==> config.mk <==
export PLATFORM = sky130hd
export DESIGN_NAME = zlib_stored_stream_encoder
export DESIGN_NICKNAME = d
export VERILOG_FILES = /design/src/rtl/zssenc_pkg.sv /design/src/rtl/zssenc_front.sv /design/src/rtl/zssenc_fifo.sv /design/src/rtl/zssenc_back.sv /design/src/rtl/zlib_stored_stream_encoder.sv
export SDC_FILE = /design/constraint.sdc
export NUM_CORES = 1
export LEC_CHECK = 0
export BUFFER_PORTS_ARGS = -buffer_cell sky130_fd_sc_hd__buf_2
export CAP_MARGIN = 20
export CORE_MARGIN = 2
export CORE_UTILIZATION = 55
export CTS_CLUSTER_SIZE = 14
export DETAILED_ROUTE_END_ITERATION = 6
export PLACE_DENSITY_LB_ADDON = 0.05
export SLEW_MARGIN = 25
export SYNTH_ARGS = -nofsm -noshare
export SYNTH_HDL_FRONTEND = slang
export SYNTH_SLANG_ARGS = --single-unit
export TNS_END_PERCENT = 20
==> constraint.sdc <==
create_clock -name clk_i -period 8 [get_ports clk_i]
set_input_delay 1.2 -clock clk_i [delete_from_list [all_inputs] [get_ports clk_i]]
set_output_delay 1.2 -clock clk_i [all_outputs]
set_load 0.02 [all_outputs]
==> src/rtl/zssenc_pkg.sv <==
// Shared types and constants for the zlib stored-block stream encoder.
// Used by the front, queue, back and top-level modules.
package zssenc_pkg;

  localparam int unsigned FIFO_DEPTH = 4;
  localparam int unsigned FIFO_AW    = $clog2(FIFO_DEPTH);
  localparam int unsigned FIFO_CW    = $clog2(FIFO_DEPTH + 1);

  localparam logic [7:0]  ZLIB_CMF  = 8'h78;
  localparam logic [7:0]  ZLIB_FLG  = 8'h01;
  localparam logic [7:0]  BFINAL_1  = 8'h01;
  localparam logic [7:0]  BFINAL_0  = 8'h00;
  localparam logic [15:0] BLOCK_MAX = 16'hFFFF;
  localparam logic [16:0] ADLER_MOD = 17'd65521;

  // One accepted byte plus everything the back end needs to wrap it
  typedef struct packed {
    logic [7:0]  data;
    logic        zhdr;    // stream header precedes the byte
    logic        bhdr;    // stored-block header precedes the byte
    logic        bfinal;
    logic [15:0] size;
    logic        last;    // trailer follows the byte
    logic [15:0] adler_hi;
    logic [15:0] adler_lo;
  } q_entry_t;

  typedef enum logic [3:0] {
    ST_CMF,
    ST_FLG,
    ST_BFIN,
    ST_LEN0,
    ST_LEN1,
    ST_NLEN0,
    ST_NLEN1,
    ST_DATA,
    ST_AD0,
    ST_AD1,
    ST_AD2,
    ST_AD3
  } step_e;

endpackage

==> src/rtl/zssenc_front.sv <==
// Front end: takes raw bytes, tracks stream/block position and Adler-32,
// and pushes one classified entry per byte. Depends on zssenc_pkg.
module zssenc_front import zssenc_pkg::*; (
  input  logic        clk_i,
  input  logic        rst_ni,
  input  logic        cfg_we_i,
  input  logic [31:0] cfg_wdata_i,
  input  logic        in_valid_i,
  input  logic [7:0]  in_data_i,
  output logic        in_ready_o,
  input  logic        full_i,
  output logic        push_o,
  output q_entry_t    entry_o
);

  logic [31:0] total_length_q;
  logic [31:0] byte_offset_q, byte_offset_d;
  logic [16:0] block_left_q, block_left_d;
  logic [15:0] adler_lo_q, adler_lo_d;
  logic [15:0] adler_hi_q, adler_hi_d;

  logic [32:0] diff;
  logic [31:0] remaining;
  logic        rem_is_one;
  logic        blk_start;
  logic        bfinal;
  logic [15:0] size;
  logic [16:0] lo_sum, hi_sum;
  logic [16:0] lo_red, hi_red;

  assign in_ready_o = !full_i;
  assign push_o     = in_valid_i && !full_i;

  always_comb begin
    diff       = {1'b0, total_length_q} - {1'b0, byte_offset_q};
    // borrow or zero difference: current byte closes the stream
    remaining  = (!diff[32] && (diff[31:0] != 32'd0)) ? diff[31:0] : 32'd1;
    rem_is_one = (remaining == 32'd1);
    blk_start  = (block_left_q == 17'd0);
    bfinal     = (remaining[31:16] == 16'd0);
    size       = bfinal ? remaining[15:0] : BLOCK_MAX;

    lo_sum = {1'b0, adler_lo_q} + {9'd0, in_data_i};
    lo_red = (lo_sum >= ADLER_MOD) ? (lo_sum - ADLER_MOD) : lo_sum;
    hi_sum = {1'b0, adler_hi_q} + lo_red;
    hi_red = (hi_sum >= ADLER_MOD) ? (hi_sum - ADLER_MOD) : hi_sum;

    entry_o.data     = in_data_i;
    entry_o.zhdr     = (byte_offset_q == 32'd0);
    entry_o.bhdr     = blk_start;
    entry_o.bfinal   = bfinal;
    entry_o.size     = size;
    entry_o.last     = rem_is_one;
    entry_o.adler_hi = hi_red[15:0];
    entry_o.adler_lo = lo_red[15:0];

    byte_offset_d = byte_offset_q;
    block_left_d  = block_left_q;
    adler_lo_d    = adler_lo_q;
    adler_hi_d    = adler_hi_q;
    if (push_o) begin
      if (rem_is_one) begin
        byte_offset_d = 32'd0;
        block_left_d  = 17'd0;
        adler_lo_d    = 16'd1;
        adler_hi_d    = 16'd0;
      end else begin
        byte_offset_d = byte_offset_q + 32'd1;
        block_left_d  = blk_start ? ({1'b0, size} - 17'd1) : (block_left_q - 17'd1);
        adler_lo_d    = lo_red[15:0];
        adler_hi_d    = hi_red[15:0];
      end
    end
  end

  always_ff @(posedge clk_i or negedge rst_ni) begin
    if (!rst_ni) begin
      total_length_q <= 32'd1;
      byte_offset_q  <= 32'd0;
      block_left_q   <= 17'd0;
      adler_lo_q     <= 16'd1;
      adler_hi_q     <= 16'd0;
    end else begin
      if (cfg_we_i) begin
        total_length_q <= cfg_wdata_i;
      end
      byte_offset_q <= byte_offset_d;
      block_left_q  <= block_left_d;
      adler_lo_q    <= adler_lo_d;
      adler_hi_q    <= adler_hi_d;
    end
  end

  a_adler_range: assert property (@(posedge clk_i) disable iff (!rst_ni)
    ({1'b0, adler_lo_q} < ADLER_MOD) && ({1'b0, adler_hi_q} < ADLER_MOD))
    else $error("adler halves out of range");

  a_block_left_range: assert property (@(posedge clk_i) disable iff (!rst_ni)
    block_left_q[16] == 1'b0)
    else $error("block_left exceeds block maximum");

  a_restart: assert property (@(posedge clk_i) disable iff (!rst_ni)
    (push_o && rem_is_one) |=> (byte_offset_q == 32'd0) && (block_left_q == 17'd0))
    else $error("stream state not restarted after last byte");

endmodule

==> src/rtl/zssenc_fifo.sv <==
// Short flop-based queue of classified entries between front and back.
// Depends on zssenc_pkg.
module zssenc_fifo import zssenc_pkg::*; (
  input  logic     clk_i,
  input  logic     rst_ni,
  input  logic     push_i,
  input  q_entry_t wdata_i,
  input  logic     pop_i,
  output q_entry_t rdata_o,
  output logic     full_o,
  output logic     empty_o
);

  q_entry_t             mem_q [FIFO_DEPTH];
  logic [FIFO_AW-1:0]   wr_ptr_q, rd_ptr_q;
  logic [FIFO_CW-1:0]   count_q;

  assign full_o  = (count_q == FIFO_CW'(FIFO_DEPTH));
  assign empty_o = (count_q == '0);
  assign rdata_o = mem_q[rd_ptr_q];

  always_ff @(posedge clk_i) begin
    if (push_i) begin
      mem_q[wr_ptr_q] <= wdata_i;
    end
  end

  always_ff @(posedge clk_i or negedge rst_ni) begin
    if (!rst_ni) begin
      wr_ptr_q <= '0;
      rd_ptr_q <= '0;
      count_q  <= '0;
    end else begin
      if (push_i) begin
        wr_ptr_q <= wr_ptr_q + FIFO_AW'(1);
      end
      if (pop_i) begin
        rd_ptr_q <= rd_ptr_q + FIFO_AW'(1);
      end
      if (push_i && !pop_i) begin
        count_q <= count_q + FIFO_CW'(1);
      end else if (pop_i && !push_i) begin
        count_q <= count_q - FIFO_CW'(1);
      end
    end
  end

  a_no_overflow: assert property (@(posedge clk_i) disable iff (!rst_ni)
    !(push_i && full_o))
    else $error("push into full queue");

  a_no_underflow: assert property (@(posedge clk_i) disable iff (!rst_ni)
    !(pop_i && empty_o))
    else $error("pop from empty queue");

  a_count_range: assert property (@(posedge clk_i) disable iff (!rst_ni)
    count_q <= FIFO_CW'(FIFO_DEPTH))
    else $error("queue count out of range");

endmodule

==> src/rtl/zssenc_back.sv <==
// Back end: walks the head entry byte by byte (headers, data, trailer)
// into a registered output stage. Depends on zssenc_pkg.
module zssenc_back import zssenc_pkg::*; (
  input  logic     clk_i,
  input  logic     rst_ni,
  input  q_entry_t head_i,
  input  logic     empty_i,
  output logic     pop_o,
  output logic     out_valid_o,
  input  logic     out_ready_i,
  output logic [7:0] out_byte_o,
  output logic     out_run_last_o,
  output logic     out_stream_end_o
);

  step_e      step_q, step_d, cur_step, nxt_step;
  logic       busy_q, busy_d;
  logic       out_valid_q, out_valid_d;
  logic [7:0] out_byte_q, out_byte_d;
  logic       out_run_last_q, out_run_last_d;
  logic       out_stream_end_q, out_stream_end_d;
  logic       adv;
  logic       is_last;
  logic [15:0] nsize;

  always_ff @(posedge clk_i or negedge rst_ni) begin
    if (!rst_ni) begin
      step_q      <= ST_CMF;
      busy_q      <= 1'b0;
      out_valid_q <= 1'b0;
    end else begin
      step_q      <= step_d;
      busy_q      <= busy_d;
      out_valid_q <= out_valid_d;
    end
  end

  always_ff @(posedge clk_i) begin
    out_byte_q       <= out_byte_d;
    out_run_last_q   <= out_run_last_d;
    out_stream_end_q <= out_stream_end_d;
  end

  always_comb begin
    nsize = ~head_i.size;
    // a fresh entry starts at its first present section
    if (busy_q) begin
      cur_step = step_q;
    end else if (head_i.zhdr) begin
      cur_step = ST_CMF;
    end else if (head_i.bhdr) begin
      cur_step = ST_BFIN;
    end else begin
      cur_step = ST_DATA;
    end

    case (cur_step)
      ST_CMF:   nxt_step = ST_FLG;
      ST_FLG:   nxt_step = head_i.bhdr ? ST_BFIN : ST_DATA;
      ST_BFIN:  nxt_step = ST_LEN0;
      ST_LEN0:  nxt_step = ST_LEN1;
      ST_LEN1:  nxt_step = ST_NLEN0;
      ST_NLEN0: nxt_step = ST_NLEN1;
      ST_NLEN1: nxt_step = ST_DATA;
      ST_DATA:  nxt_step = ST_AD0;
      ST_AD0:   nxt_step = ST_AD1;
      ST_AD1:   nxt_step = ST_AD2;
      ST_AD2:   nxt_step = ST_AD3;
      default:  nxt_step = ST_CMF;
    endcase

    is_last = (cur_step == ST_AD3) || ((cur_step == ST_DATA) && !head_i.last);
    adv     = !empty_i && (!out_valid_q || out_ready_i);
    pop_o   = adv && is_last;

    step_d = step_q;
    busy_d = busy_q;
    if (adv) begin
      busy_d = !is_last;
      step_d = nxt_step;
    end

    out_valid_d      = out_valid_q;
    out_byte_d       = out_byte_q;
    out_run_last_d   = out_run_last_q;
    out_stream_end_d = out_stream_end_q;
    if (adv) begin
      out_valid_d      = 1'b1;
      out_run_last_d   = is_last;
      out_stream_end_d = (cur_step == ST_AD3);
      case (cur_step)
        ST_CMF:   out_byte_d = ZLIB_CMF;
        ST_FLG:   out_byte_d = ZLIB_FLG;
        ST_BFIN:  out_byte_d = head_i.bfinal ? BFINAL_1 : BFINAL_0;
        ST_LEN0:  out_byte_d = head_i.size[7:0];
        ST_LEN1:  out_byte_d = head_i.size[15:8];
        ST_NLEN0: out_byte_d = nsize[7:0];
        ST_NLEN1: out_byte_d = nsize[15:8];
        ST_DATA:  out_byte_d = head_i.data;
        ST_AD0:   out_byte_d = head_i.adler_hi[15:8];
        ST_AD1:   out_byte_d = head_i.adler_hi[7:0];
        ST_AD2:   out_byte_d = head_i.adler_lo[15:8];
        ST_AD3:   out_byte_d = head_i.adler_lo[7:0];
        default:  out_byte_d = head_i.data;
      endcase
    end else if (out_ready_i) begin
      out_valid_d = 1'b0;
    end
  end

  assign out_valid_o      = out_valid_q;
  assign out_byte_o       = out_byte_q;
  assign out_run_last_o   = out_run_last_q;
  assign out_stream_end_o = out_stream_end_q;

  a_end_is_run_last: assert property (@(posedge clk_i) disable iff (!rst_ni)
    (out_valid_q && out_stream_end_q) |-> out_run_last_q)
    else $error("stream end without run_last");

  a_busy_has_head: assert property (@(posedge clk_i) disable iff (!rst_ni)
    busy_q |-> !empty_i)
    else $error("sequencer busy with empty queue");

  a_pop_marks_last: assert property (@(posedge clk_i) disable iff (!rst_ni)
    pop_o |=> (out_valid_q && out_run_last_q))
    else $error("entry retired without run_last byte");

endmodule

==> src/rtl/zlib_stored_stream_encoder.sv <==
// Usage
// Streams raw bytes into a zlib stream built from stored deflate blocks with an
// Adler-32 trailer. Input channel s_axis_*: one raw byte per request in tdata.
// Output channel m_axis_*: one stream byte per request; tlast marks the last
// byte caused by an input byte, tuser marks the final checksum byte.
// cfg_we_i/cfg_wdata_i write total_length (bytes per stream); write it only
// while the block is idle. It is used from the next block header/end test.
// An accepted byte is queued, then registered in the output stage. A plain
// data byte yields one stream byte; the first byte of a stream adds the 2-byte
// zlib header, a block start the 5-byte stored header, the last byte the
// 4-byte Adler-32 trailer. Output runs at one byte per cycle, set by the
// single-byte output register, unless the queue is empty or the receiver stalls.
// Reset: total_length returns to 1, stream state to its start, queue empties.
// The 4-entry queue decouples the two sides. A stalled receiver holds the output
// register; the queue fills and then s_axis_tready drops until space opens again.
// Depends on zssenc_pkg, zssenc_front, zssenc_fifo, zssenc_back.
module zlib_stored_stream_encoder import zssenc_pkg::*; (
  input  logic        clk_i,
  input  logic        rst_ni,
  input  logic        cfg_we_i,
  input  logic [31:0] cfg_wdata_i,
  input  logic        s_axis_tvalid,
  output logic        s_axis_tready,
  input  logic [7:0]  s_axis_tdata,   // [7:0] data_byte
  output logic        m_axis_tvalid,
  input  logic        m_axis_tready,
  output logic [7:0]  m_axis_tdata,   // [7:0] out_byte
  output logic        m_axis_tlast,   // run_last
  output logic        m_axis_tuser    // [0] stream_end
);

  q_entry_t push_entry, head_entry;
  logic     push, pop, full, empty;

  zssenc_front u_front (
    .clk_i       (clk_i),
    .rst_ni      (rst_ni),
    .cfg_we_i    (cfg_we_i),
    .cfg_wdata_i (cfg_wdata_i),
    .in_valid_i  (s_axis_tvalid),
    .in_data_i   (s_axis_tdata),
    .in_ready_o  (s_axis_tready),
    .full_i      (full),
    .push_o      (push),
    .entry_o     (push_entry)
  );

  zssenc_fifo u_fifo (
    .clk_i   (clk_i),
    .rst_ni  (rst_ni),
    .push_i  (push),
    .wdata_i (push_entry),
    .pop_i   (pop),
    .rdata_o (head_entry),
    .full_o  (full),
    .empty_o (empty)
  );

  zssenc_back u_back (
    .clk_i            (clk_i),
    .rst_ni           (rst_ni),
    .head_i           (head_entry),
    .empty_i          (empty),
    .pop_o            (pop),
    .out_valid_o      (m_axis_tvalid),
    .out_ready_i      (m_axis_tready),
    .out_byte_o       (m_axis_tdata),
    .out_run_last_o   (m_axis_tlast),
    .out_stream_end_o (m_axis_tuser)
  );

endmodule

==> summary.txt, run 1 <==
Run
  – Max-cap viol count: 0

Synth
  – Sequential area share after synthesis: 0.527
  – Post-Synthesis Cells: 1744
  – YS warnings: 0
  – Number of synthesized flops with an enable pin: 250
  – Share of the synthesized area in the top cell type: 0.371
  – Ranking of synthesized cells by area: edfxtp_1 37%, dfrtp_1 15%, mux4_2 6.7%
  – Syn_area_per_cell: 11.6 sq um
  – Post-synthesis async set-or-reset flop share: 0.335
  – Most common flop cell mapped by yosys: edfxtp_1
  – Cell taking the most area after synthesis: edfxtp_1
  – #FFs+latches synth: 376
  – Most frequent cells after synthesis: 250 x edfxtp_1, 149 x nor2_1, 144 x nand2_1, 124 x dfrtp_1, 90 x o21ai_0
  – Most numerous cell in the Yosys netlist: edfxtp_1
  – Mapped Area: 20200 sq um
  – Yosys cell types: 84
  – Syn nets: 1862

Power
  – Power consumption: 9.33 mW
  – Leak pwr: 8.60 nW
  – Max VDD drop: 0.401 mV
  – Cell area power density: 415 nW/um^2

Drt
  – Vias/cell: 6.31
  – Drt wl/cell: 22.3 microns
  – Drt drc: 0
  – First-pass iteration count of the detailed router: 7
  – Routed Antenna Nets: 0
  – Post-Route WL: 51300 microns
  – DR iter-0 viols: 1195
  – Via Count: 14500

Clock network
  – Clock H-tree levels: 2
  – Post-CTS setup buffer count: 0
  – CTS Root Cell: clkbuf_16
  – Post-CTS sizing: 0
  – Hold Buf Count CTS: 0
  – Number of buffers created by CTS: 41
  – Clock tree sinks: 376
  – Clk buf depth: 3
  – TritonCTS clock tree: built
  – Clk Latency, worst-skew pair: 570 ps
  – Clk slew on worst S/H paths: 60 ps

Final layout
  – Non-filler cells, final: 2303
  – Util after Layout: 0.618
  – NumNets Final: 1922
  – Antenna Cells: 0
  – Share of cells above drive strength 1: 0.155
  – Synthesis-to-finish area growth: 11.1%

Floorplan
  – Die outline height: 196 microns
  – Die area: 38400 sq um
  – Placement Rows: 70
  – Core area: 36400 sq um
  – Initial Utilization: 0.556
  – Chip Width: 196 microns
  – Io pins: 57

Status
  – Outcome: complete, no violations

Global routing
  – Antenna violations before repair: 1
  – Grt total ovfl: 0
  – Number of global-route vias before repair: 14200
  – First-pass GRT wire length: 80200 microns
  – Gr usage total: 0.271
  – Largest net degree at the start of global routing: 70

Timing
  – Minimum clock period after layout: 7530 ps
  – Fin. Hold Viols: 0
  – Worst Tran Pin Value: 1020 ps
  – Relative slew margins: 0.317
  – Crit share post-route: 0.941
  – Clock Skews: 15.4 ps
  – # setup viols final: 0
  – Fin Setup TNS: 0 ps
  – RSZ-0062 raised after global routing: false
  – Achievable frequency: 133 MHz
  – Pins Over Slew Limit: 0

Worst hold path
  – HP Class: reg2reg

Worst setup path
  – Worst Path Arrival: 7820 ps
  – Crit start category: input port
  – Critical path data required time: 8290 ps
  – Critical Path Fanout Max: 11
  – CP endpoint kind: flip-flop
  – WS Path Type: in2reg

Place
  – Port Buffers: 56
  – Placer Congestion: 0.901
  – Placed insts: 2229
  – Dpl hpwl: 36400 microns
-- power breakdown --
part,switching (mW),internal (mW)
sequential,0.300,2.91
combinational,2.59,1.57
clock,0.783,1.17
-- critical path, stage by stage --
cell,delay [ps]
buf_2,140
ha_1,230
fa_1,400
a21oi_1,230
o21ai_0,130
a2111oi_0,510
buf_4,210
or3b_2,140
xor2_1,90
nor4_1,250
a31oi_1,250
buf_4,210
nor3_1,170
xor2_1,290
ha_1,350
nand3b_1,210
a21boi_0,150
o21ai_0,400
a21oi_1,160
and3_1,200
or4_1,560
nand3_1,200
nor4_1,80
a21boi_1,350
buf_4,270
nor4b_1,80
xnor2_1,230
inv_1,120
-- worst paths after layout --
kind / startpoint / endpoint / slack (ps) / cells after the start
min in group asynchronous: rst_ni / u_fifo.wr_ptr_q[0] / 620 / 1
min reg2reg: u_front.adler_lo_q[2] / u_front.adler_lo_q[2] / 510 / 1
min: u_front.adler_lo_q[2] / u_front.adler_lo_q[2] / 510 / 1
max in group asynchronous: rst_ni / u_front.total_length_q[28] / 6030 / 2
max: s_axis_tdata[0] / u_fifo.mem_q[1][26] / 470 / 28
max reg2reg: u_front.adler_lo_q[0] / u_fifo.mem_q[1][26] / 910 / 27
-- layout make-up --
type | instances | area [sq um]
clock buffer | 51 | 1090
tap | 468 | 586
timing repair buffer | 95 | 579
fill | 2942 | 13900
sequential | 376 | 10700
inverter | 82 | 308
multi-input combinational | 1208 | 8980
clock inverter | 23 | 285
-- sequential cells by signal (all words and copies together) (netlist names) --
register and cells:
u_front.block_left_q 17, u_fifo.wr_ptr_q 2, u_back.step_q 4, u_front.byte_offset_q 32, u_back.out_valid_o 1, u_back.busy_q 1, u_front.adler_lo_q 16, u_front.adler_hi_q 16
u_fifo.count_q 3, u_fifo.mem_q 240, u_front.total_length_q 32, u_back.out_byte_o 8, u_back.out_run_last_o 1, u_fifo.rd_ptr_q 2, u_back.out_stream_end_o 1
-- layer usage --
layer | part of all wire | global-route usage | up-vias
met5 | 0.00025 | 0 | -
met4 | 0.026 | 0.0836 | 2
met3 | 0.069 | 0.0528 | 93
met2 | 0.46 | 0.428 | 507
met1 | 0.45 | 0.384 | 7224
li1 | - | - | 6710
-- layout by cell type (no fill, tap or decap), drive strengths merged, types with 7 or more instances in the layout --
cell type,n
a211oi,8
a21o,32
a21oi,86
a22o,32
a31oi,18
and2,13
and3,19
and4,8
buf,95
clkbuf,51
clkinv,9
dfrtp,124
edfxtp,250
ha,69
inv,87
mux2,35
mux2i,11
mux4,60
nand2,145
nand2b,11
nand3,40
nand3b,7
nand4,19
nor2,151
nor2b,10
nor3,45
nor4,29
o2111ai,7
o211ai,13
o21a,15
o21ai,93
o31ai,11
or3,11
xnor2,70
xor2,29
-- per-stage QoR --
stage               setup WS (ps)  instance area, sq um  hold WS (ps)
CTS                           614                 22500           511
floorplan                     693                 20200           455
global placement              189                 21100           485
finish                        472                 22500           511
global route                 13.7                 22500           528
detailed placement           86.7                 21100           498
-- cell families (layout without fill, tap and decap cells) --
| kind of cell | Yosys count | count (layout) | synth area share |
|---|---|---|---|
| compound gates | 395 | 395 | 0.132 |
| xor+xnor | 99 | 99 | 0.0428 |
| simple gates | 535 | 535 | 0.129 |
| mux | 106 | 106 | 0.0916 |
| buf+inv | 160 | 251 | 0.0310 |
| flops | 376 | 376 | 0.527 |
| fa+ha+maj | 73 | 73 | 0.0466 |
(Power assumes the default switching activity.)
==> inputs of run 2 (changes only) <==
--- a/config.mk
+++ b/config.mk
@@ -11,7 +11,7 @@
 export CORE_UTILIZATION = 55
 export CTS_CLUSTER_SIZE = 14
 export DETAILED_ROUTE_END_ITERATION = 6
-export PLACE_DENSITY_LB_ADDON = 0.05
+export PLACE_DENSITY = 0.8
 export SLEW_MARGIN = 25
 export SYNTH_ARGS = -nofsm -noshare
 export SYNTH_HDL_FRONTEND = slang
==> run 2 against run 1 <==
Cell area fell by 0.54%. The flow now finishes with violations (DRC). Largest power group unchanged. First-iteration DRC count grew 47%. Sequential power barely moved. Critical path depth stayed put.
==> summary.txt, run 2 (synthesized netlist as in run 1, its figures left out) <==
Place
  – Dpl hpwl: 35500 microns (-2.5%)
  – Port Buffers: 56 (unchanged)
  – Post-placement worst setup slack: 69.2 ps (-17.4 ps)
  – Placed insts: 2223 (-0.27%)
  – Placer Congestion: 0.935 (+3.7%)

Timing
  – Worst hold slack: 501 ps (-9.23 ps)
  – Relative slew margins: 0.326 (+0.00884)
  – Worst Slack Setup Final: 451 ps (-20.8 ps)
  – Minimum clock period after layout: 7550 ps (+20.8 ps)
  – Clock Skews: 14.5 ps (-0.887 ps)
  – Fin. Hold Viols: 0 (unchanged)
  – Pins Over Slew Limit: 0 (unchanged)
  – Worst Tran Pin Value: 986 ps (-35.0 ps)
  – # setup viols final: 0 (unchanged)
  – Crit share post-route: 0.944 (+0.00260)
  – Achievable frequency: 132 MHz (-0.27%)

Worst setup path
  – CP endpoint kind: flip-flop
  – Critical path data required time: 8440 ps (+150 ps)
  – Start point of the critical path: s_axis_tdata[0]
  – FF-to-FF path depth: 27 (unchanged)
  – Crit start category: input port
  – Worst r2r src: u_front.adler_lo_q[0]
  – Worst Path Arrival: 7990 ps (+170 ps)
  – Setup slack, reg-to-reg: 900 ps (about the same)
  – FF-to-FF End: u_front.adler_hi_q[6]
  – Critical Path Fanout Max: 9 (-2)
  – WS Path Type: in2reg

Final layout
  – Biggest register: u_fifo.mem_q
  – Filler Cell Count: 2784 (-5.4%)
  – NumNets Final: 1916 (-0.31%)
  – Non-filler cells, final: 2297 (-0.26%)
  – Synthesis-to-finish area growth: 10.5%
  – Util after Layout: 0.614 (-0.00337)
  – Max FFs per register: 240 (unchanged)
  – Share of cells above drive strength 1: 0.153 (-0.00168)
  – Antenna Cells: 0 (unchanged)
  – Leading cell type in the layout, fill and taps excluded: edfxtp_1
  – Biggest regs: u_fifo.mem_q (240), u_front.byte_offset_q (32), u_front.total_length_q (32)
  – Most frequent cells in the layout: 250 x edfxtp_1, 148 x nor2_1, 143 x nand2_1

Power
  – Cell area power density: 409 nW/um^2 (-1.2%)
  – Power consumption: 9.16 mW (-1.8%)
  – Max VDD drop: 0.211 mV (-47%)
  – Leak pwr: 8.53 nW (-0.77%)

Floorplan
  – Initial Utilization: 0.556 (unchanged)
  – Die outline height: 196 microns (unchanged)
  – Placement Rows: 70 (unchanged)
  – Io pins: 57 (unchanged)
  – Chip Width: 196 microns (unchanged)
  – Core area: 36400 sq um (unchanged)
  – Die area: 38400 sq um (unchanged)

Global routing
  – First-pass GRT wire length: 81400 microns (+1.5%)
  – Antenna violations before repair: 0 (-1)
  – Gr usage total: 0.276 (+0.00533)
  – Grt total ovfl: 0 (unchanged)
  – Number of global-route vias before repair: 14300 (+0.92%)
  – Largest net degree at the start of global routing: 88 (+26%)

Drt
  – DR iter-0 viols: 1751 (+47%)
  – First-pass iteration count of the detailed router: 7 (unchanged)
  – Post-Route WL: 52600 microns (+2.6%)
  – Drt wl/cell: 22.9 microns (+2.8%)
  – Drt drc: 1 (+1)
  – Vias/cell: 6.45 (+2.2%)
  – Via Count: 14800 (+1.9%)
  – Routed Antenna Nets: 0 (unchanged)

Status
  – Outcome: finished, violations left
  – Failing checks: DRC

Worst hold path
  – Worst hold start: u_front.block_left_q[11]
  – Hold EP: u_front.block_left_q[11]
  – HP Class: reg2reg
  – Hold path depth: 2 (+1)

Run
  – Max-cap viol count: 0 (unchanged)

Clock network
  – Clk Latency, worst-skew pair: 560 ps (about the same)
  – TritonCTS clock tree: built
  – Clk slew on worst S/H paths: 60 ps (about the same)
  – CTS Root Cell: clkbuf_16
  – Number of buffers created by CTS: 40 (-2.4%)
  – Clock H-tree levels: 2 (unchanged)
  – Clock tree sinks: 376 (unchanged)
  – Clk buf depth: 3 (unchanged)
[run 2: cell count changes in the layout (fill, tap and decap cells not counted), sizes merged]
cell | before | now
clkinv | 9 | 17
buf | 95 | 90
inv | 87 | 82
bufinv | 6 | 2
clkbuf | 51 | 50
clkinvlp | 3 | 4
[run 2: routing by layer]
| metal | global-route usage | share of wire | up-vias |
|---|---|---|---|
| met4 | 0.0898 | 0.028 | 0 |
| li1 | - | - | 6707 |
| met2 | 0.418 | 0.45 | 733 |
| met1 | 0.408 | 0.43 | 7263 |
| met5 | 0 | 0 | - |
| met3 | 0.0500 | 0.094 | 107 |
[run 2: worst max path at each step]
stage	end	cells past startpoint
floorplan	u_front.adler_hi_q[13]	25
global placement	u_front.adler_hi_q[8]	28
detailed placement	u_front.adler_hi_q[2]	28
CTS	u_front.adler_hi_q[2]	28
global route	u_front.adler_hi_q[6]	28
finish	u_front.adler_hi_q[6]	28
[run 2: final cells by class]
cell class	instances	area, sq um	area share
clock buffer	50	1100	0.0492
clock inverter	23	180	0.00805
inverter	82	308	0.0138
multi-input combinational	1208	8990	0.402
sequential	376	10700	0.477
tap	468	586	0.0262
timing repair buffer	90	542	0.0242
[run 2: metrics by stage]
stage          instance area (sq um)  TNS, ps
2_1_floorplan                  20200        0
3_3_place_gp                   21100        0
3_5_place_dp                   21100        0
4_1_cts                        22300        0
5_1_grt                        22400    -52.6
6_report                       22400        0
[run 2: worst max-delay path, cell delays in order]
cell	delay, ps
buf_2	140
ha_1	240
fa_1	420
a21oi_1	220
o21ai_0	150
a2111oi_0	520
buf_4	210
or3b_2	150
xor2_1	210
nor4_1	100
a31oi_2	430
mux2i_1	390
inv_1	170
ha_1	310
a21o_1	140
a21oi_1	100
o21ai_0	510
nand2_1	180
o211ai_1	350
and3_1	250
nand3b_1	140
nor4_1	330
a21boi_2	170
buf_4	210
nor3b_1	290
xor2_1	110
buf_4	160
a22o_1	180
[run 2: repair_timing]
action | in CTS | in global routing
gates resized for setup | 0 | 4
setup buffers | 0 | 1
endpoints found under the setup margin | 0 | 44
hold buffers | 0 | 0
hold endpoints to repair | 0 | 0
[run 2: where the power goes]
group          internal [mW]  total (mW)  switching, mW  leakage (nW)
sequential              2.92        3.21          0.297          3.89
clock                   1.04        1.82          0.772         0.619
combinational           1.57        4.13           2.57          4.02
total                   5.53        9.16           3.64          8.53
